==> src/rtl/pas_ram.sv <==
module pas_ram #(
    parameter int WIDTH = 8,
    parameter int DEPTH = 16
) (
    input  logic                     i_clk,
    input  logic                     i_we,
    input  logic [$clog2(DEPTH)-1:0] i_waddr,
    input  logic [WIDTH-1:0]         i_wdata,
    input  logic [$clog2(DEPTH)-1:0] i_raddr,
    output logic [WIDTH-1:0]         o_rdata
);
    logic [WIDTH-1:0] r_mem [DEPTH];

    always_ff @(posedge i_clk) begin
        if (i_we) begin
            r_mem[i_waddr] <= i_wdata;
        end
        o_rdata <= r_mem[i_raddr];
    end
endmodule

==> config.mk <==
export PLATFORM = sky130hd
export DESIGN_NAME = pas_ram
export DESIGN_NICKNAME = d
export VERILOG_FILES = /design/src/rtl/pas_ram.sv
export SDC_FILE = /design/constraint.sdc
export NUM_CORES = 1
export LEC_CHECK = 0
export BUFFER_PORTS_ARGS = -buffer_cell sky130_fd_sc_hd__buf_4
export CAP_MARGIN = 20
export CORE_ASPECT_RATIO = 0.8
export CORE_MARGIN = 2
export CORE_UTILIZATION = 45
export CTS_BUF_LIST = sky130_fd_sc_hd__clkbuf_16
export CTS_CLUSTER_SIZE = 16
export DETAILED_ROUTE_END_ITERATION = 16
export PLACE_DENSITY = 0.6
export SLEW_MARGIN = 5
export SYNTH_ARGS = -nofsm -noshare
export SYNTH_HDL_FRONTEND = slang
export SYNTH_SLANG_ARGS = --single-unit
==> constraint.sdc <==
create_clock -name i_clk -period 2.9 [get_ports i_clk]
set_input_delay 0.145 -clock i_clk [delete_from_list [all_inputs] [get_ports i_clk]]
set_output_delay 0.145 -clock i_clk [all_outputs]
set_load 0.05 [all_outputs]
Word-level counts from Yosys, hierarchy flattened
Memory sizes are Yosys's and may differ from the RTL's. A register that Yosys moved wholly into a read port is not among the register bits. Cells that the tools add are included.

Mux-type cells: 2.

Operator list (count): $mux W1 (2).

Register bits after elaboration: 0. RAM bits: 128. Input port bits: 18. Memories kept: 1.

Memories: r_mem (depth 16, bits a word 8, read ports 1, clocked after memory_dff 1, wr ports 1, line 12) `logic [WIDTH-1:0] r_mem [DEPTH];`.

Logic depth before layout (Yosys ltp)
Gate-level depths: netlist of the first run.

Word-level depth: 2. Depth in mapped cells: 5. Mapped depth without buffers: 3.

Worst setup path before layout of the first run
No wires, ideal clock.

Path type: in2reg. From: input i_waddr[2]. To: memory r_mem[0][0] (enable). Library setup time: 0.383 ns. Data arrival time: 1.255 ns. Required time: 2.517 ns. Path slack: 1.262 ns. Stages on the path: 2. Cells stage by stage: or3b_2 > nor3_1.

RTL lines: start: declaration (line 7) `input logic [$clog2(DEPTH)-1:0] i_waddr,`; end: declaration (line 12).

No word-level cell before the write port.

==> flow_summary.yaml, run 1 <==
cts:
  htreeDepth: 4
  insertion_delay_ns: 0.41
  cts_tree: "yes"
  cts_made_buffers: 17
  clk_pin_slew_ns: 0.05
  post_cts_buffers: 0
  cts_sinks: 136
  clk_path_buf_depth: 2
  cts-resized-gates: 0
  cts_root_buffer: "clkbuf_16"
  hold_buffers: 0
final_layout:
  antenna_cells: 0
  drive_gt1_frac: 0.266
  fin_util: 0.544
  final_common_cell: "edfxtp_1"
  n_fill_cell: 821
  area.sequential_sq_um: 4000
  areaGrowthSynthToFinish_pct: 16.5
  fin_cells: 426
  final_cell_mix: "edfxtp_1, buf_4, mux4_2, clkbuf_16, a22oi_1"
  finalNetCount: 287
  multi_input_area_sq_um: 1060
  final_area_sq_um: 6000
sta:
  fin_ws_ns: 1.50
  setup_viol: 0
  hold_ws_ns: 0.0363
  slew_headroom: 0.372
  slew_viol_final: 0
  fin_setup_tns_ns: 0
  finalClockSkew_ns: 0.00353
  final.period_utilization: 0.482
  grt_setup_unrepaired: "no"
  min_period_ns: 1.40
  fmax_mhz: 715
  tightest_slew_ns: 0.938
  hold_viol: 0
global_routing:
  grt_pass1_vias: 2507
  grt_max_degree: 33
  antenna_found_initial: 0
  globalRouteOverflowTotal: 0
  grt_pass1_wl_um: 15000
  grt_usage: 0.178
detailed_routing:
  antenna_left: 0
  drtIter0Drc: 230
  drc: 0
  routed-via-count: 2403
  via_per_inst: 5.64
  wl_um: 9690
  wl_per_cell_um: 22.7
  drtPass1Iterations: 4
pwr:
  peakVddDrop_v: 0.000525
  leakage_nw: 2.01
  power_frac_clock: 0.432
  finalPower_mw: 4.34
  p_int_mw: 3.44
  swShare: 0.208
  power_frac_comb: 0.058
  seq_power_share: 0.510
  p_per_area_nw_per_um2: 724
  power.switching_uw: 902
floorplan:
  coreArea_sq_um: 11000
  die_y_um: 99.7
  die-area_sq_um: 12300
  start_util: 0.467
  row_count: 34
  die_w_um: 124
  io_pins: 26
synthesis:
  synth_top_area_frac: 0.747
  yosysUniqueCellTypes: 19
  synth_top_cell_by_area: "edfxtp_1"
  synth_nets: 247
  synth-seq-cells: 136
  ys_warn_count: 0
  ys_seq_area_frac: 0.778
  synth_area_per_cell_sq_um: 22.5
  synthTopCellsByArea: "edfxtp_1, mux4_2, mux4_1"
  postSynthCellCount: 229
  netlist_area_sq_um: 5150
critical_path:
  arrival_ns: 1.69
  cp_slowest_stage_delay_ns: 0.48
  critical_path.max_fanout: 1
  crit_family: "multiplexers"
  crit_required_ns: 3.19
  crit_buf_inv: 0
  start_kind: "register"
  crit_chain: "mux4_2 -> a22oi_1 -> nand2_1"
  critical-path-slowest-cell: "mux4_2"
  critPathCaptureType: "register"
  critPathKind: "reg -> reg"
placement:
  dp.cells: 394
  hpwl_um: 6030
  io_buffer_count: 25
  pre_cts_slack_ns: 1.03
  placed_area_sq_um: 5470
  place.gp.congestion: 0.712
hold_path:
  hp-class: "in -> reg"
status:
  status: "finished, final reports clean"
run:
  drv_cap: 0
-- synth_stat cells --
| cell type | number |
|---|---|
| and2_1 | 1 |
| mux4_1 | 14 |
| mux4_2 | 18 |
| buf_2 | 3 |
| edfxtp_1 | 128 |
| a22oi_1 | 16 |
| nor3_1 | 4 |
| nand3b_1 | 2 |
| dfxtp_1 | 8 |
| nand2_1 | 9 |
| nand2b_1 | 2 |
| and2b_1 | 1 |
| clkdlybuf4s25_2 | 3 |
| nor2b_1 | 1 |
| buf_4 | 1 |
| buf_6 | 3 |
| nand3_1 | 1 |
| or3b_2 | 1 |
| nor2_1 | 13 |
-- worst register-to-register path: stages (launching register included) --
cell and delay (ns):
edfxtp_1 0.36, mux4_2 0.48, a22oi_1 0.33, nand2_1 0.10
-- metal layers --
layer / GRT usage / share of wire
met5: 0 / 0
met4: 0.0664 / 0.016
met3: 0.0596 / 0.085
met2: 0.255 / 0.47
met1: 0.257 / 0.43
-- registers in the layout (all words and copies together), names as in the netlist --
signal,cells
o_rdata,8
r_mem,128
-- area by class of cell --
class                      instances  area share
tap                              144      0.0301
multi-input combinational         83       0.176
clock inverter                    15      0.0161
timing repair buffer              31      0.0388
clock buffer                      17      0.0710
sequential                       136       0.668
-- cells by family after synthesis --
logic type      synth area share
flops                      0.778
buf+inv                   0.0168
simple gates              0.0318
compound gates            0.0233
mux                        0.150
-- worst paths after layout --
kind	slack [ns]	endpoint	cells past startpoint	from
max	1.50	o_rdata[7]	3	r_mem[3][7]
min	0.04	r_mem[6][2]	1	i_wdata[2]
max reg2reg	1.50	o_rdata[7]	3	r_mem[3][7]
min reg2reg	0.68	o_rdata[4]	3	r_mem[8][4]
-- power groups by stage --
stage	Clock, mW	Sequential, mW	Combinational (mW)
floorplan	0	2.29	0.112
global placement	0	2.25	0.253
detailed placement	0	2.25	0.256
CTS	1.91	2.21	0.256
global route	2.00	2.21	0.273
finish	1.88	2.21	0.252
No activity file was read; power rests on OpenSTA's default activity.
==> run 2, diff against run 1 <==
==> constraint.sdc (replaced) <==
create_clock -name i_clk -period 1.39 [get_ports i_clk]
set_input_delay 0.0695 -clock i_clk [delete_from_list [all_inputs] [get_ports i_clk]]
set_output_delay 0.0695 -clock i_clk [all_outputs]
set_load 0.05 [all_outputs]
==> run 2 against run 1 <==
Effect of this change:
- power grew 130%
- clock power is 140% higher
- sequential power increased by 110%
- register-to-register slack worse by 1.5 ns
- cell count up 6.6%
- combinational power increased by 140%
- critical path depth unchanged
- first-iteration DRC count rose by 20%
- count of clock-buffer cells in the layout did not move
- critical endpoint is now o_rdata[1]
- largest cell class unchanged
- largest power group unchanged
==> flow_summary.yaml, run 2 (synthesized netlist as in run 1, its figures left out) <==
status:
  status: "finished, final reports clean"
critical_path:
  cp_num_cells: 3
  crit_chain: "mux4_1 -> a22oi_2 -> nand2_1"
  ff2ff_path_depth: 3
  critical_path.max_fanout: 1
  critical-path-slowest-cell: "mux4_1"
  critPathKind: "reg -> reg"
  start_kind: "register"
  critPathCaptureType: "register"
  crit_buf_inv: 0
  arrival_ns: 1.64
  crit_family: "multiplexers"
  crit_required_ns: 1.67
  cp_slowest_stage_delay_ns: 0.52
sta:
  fmax_mhz: 738
  grt_setup_unrepaired: "no"
  min_period_ns: 1.35
  setup_viol: 0
  slew_headroom: 0.394
  tightest_slew_ns: 0.907
  hold_viol: 0
  final.period_utilization: 0.975
  slew_viol_final: 0
  fin_ws_ns: 0.0352
  finalClockSkew_ns: 0.00625
hold_path:
  hp-class: "in -> reg"
  min_path_cells: 1
pwr:
  seq_power_share: 0.471
  power_frac_clock: 0.467
  p_per_area_nw_per_um2: 1530
  power_frac_comb: 0.061
  peakVddDrop_v: 0.000826
  power.switching_mw: 1.98
  swShare: 0.203
  leakage_nw: 2.19
  p_int_mw: 7.81
cts:
  post_cts_buffers: 0
  clk_pin_slew_ns: 0.05
  htreeDepth: 4
  insertion_delay_ns: 0.41
  clk_path_buf_depth: 2
  cts_root_buffer: "clkbuf_16"
  cts_sinks: 136
  cts_tree: "yes"
  cts_made_buffers: 17
floorplan:
  die-area_sq_um: 12300
  die_w_um: 124
  row_count: 34
  start_util: 0.467
  die_y_um: 99.7
  io_pins: 26
  coreArea_sq_um: 11000
final_layout:
  largest_reg_flops: 128
  finalNetCount: 315
  max_flop_register: "r_mem"
  reg_top3: "r_mem: 128 flops, o_rdata: 8 flops"
  final_cell_mix: "edfxtp_1, buf_4, mux4_2, clkbuf_16, mux4_1"
  final_area_sq_um: 6380
  drive_gt1_frac: 0.342
  antenna_cells: 0
  areaGrowthSynthToFinish_pct: 23.9
  final_common_cell: "edfxtp_1"
placement:
  placed_area_sq_um: 5670
  hpwl_um: 6680
  io_buffer_count: 25
  pre_cts_slack_ns: -0.171
  place.gp.congestion: 0.702
global_routing:
  globalRouteOverflowTotal: 0
  antenna_found_initial: 0
  grt_usage: 0.185
  grt_max_degree: 17
  grt_pass1_wl_um: 15600
  grt_pass1_vias: 2591
detailed_routing:
  drc: 0
  wl_um: 10300
  drtIter0Drc: 275
  drtPass1Iterations: 4
  via_per_inst: 5.53
  routed-via-count: 2510
  antenna_left: 0
  wl_per_cell_um: 22.7
run:
  drv_cap: 0
-- run 2: changes by cell type in the layout (fill, tap and decap cells not counted) --
cell           change
a22oi_2            +5
bufinv_16          +3
clkinv_1           -1
buf_12             +3
nor3_2             +1
inv_1              -3
a22oi_1            -5
nor3_1             -1
dlygate4sd3_1      +7
clkinv_4           +2
buf_4             +18
clkinv_2           -1
-- run 2: routing by layer --
| layer | part of all wire | track usage |
|---|---|---|
| met3 | 0.041 | 0.0413 |
| met1 | 0.49 | 0.275 |
| met2 | 0.46 | 0.267 |
| met4 | 0.012 | 0.0734 |
| met5 | 0 | 0 |
-- run 2: layout make-up --
cell class                 instances  area (sq um)
tap                              144           180
clock buffer                      17           425
sequential                       136          4000
timing repair buffer              59           498
clock inverter                    15           184
multi-input combinational         83          1090
fill                             793          4640
-- run 2: worst paths after layout --
path	startpoint	to	slack, ns
worst max register to register	r_mem[9][1]	o_rdata[1]	0.04
worst max-delay path	r_mem[9][1]	o_rdata[1]	0.04
worst min register to register	r_mem[4][2]	o_rdata[2]	0.67
worst min-delay path	i_wdata[1]	r_mem[11][1]	0.02
-- run 2: power by group through the flow --
stage	registers [mW]	logic, mW	clock network (mW)
finish	4.61	0.601	4.58
global route	4.62	0.642	4.80
CTS	4.61	0.604	4.63
detailed placement	4.70	0.580	0
global placement	4.70	0.573	0
floorplan	4.79	0.233	0
-- run 2: stage by stage --
step	setup TNS, ns	utilization	hold slack [ns]	power, mW	cells
finish	0	0.579	0.0162	9.79	454
global route	0	0.579	0.0154	10.1	454
CTS	0	0.578	0.00164	9.85	454
detailed placement	-0.421	0.515	0.384	5.28	415
global placement	-0.388	0.515	0.381	5.27	415
floorplan	0	-	0.168	5.02	229
-- run 2: repair_timing --
| action | in CTS | in global routing |
|---|---|---|
| endpoints found under the setup margin | 3 | 3 |
| cloned | 0 | 0 |
| gates resized for setup | 3 | 2 |
| hold buffers | 7 | 0 |
| pin swaps | 0 | 2 |
| endpoints found under the hold margin | 112 | 0 |
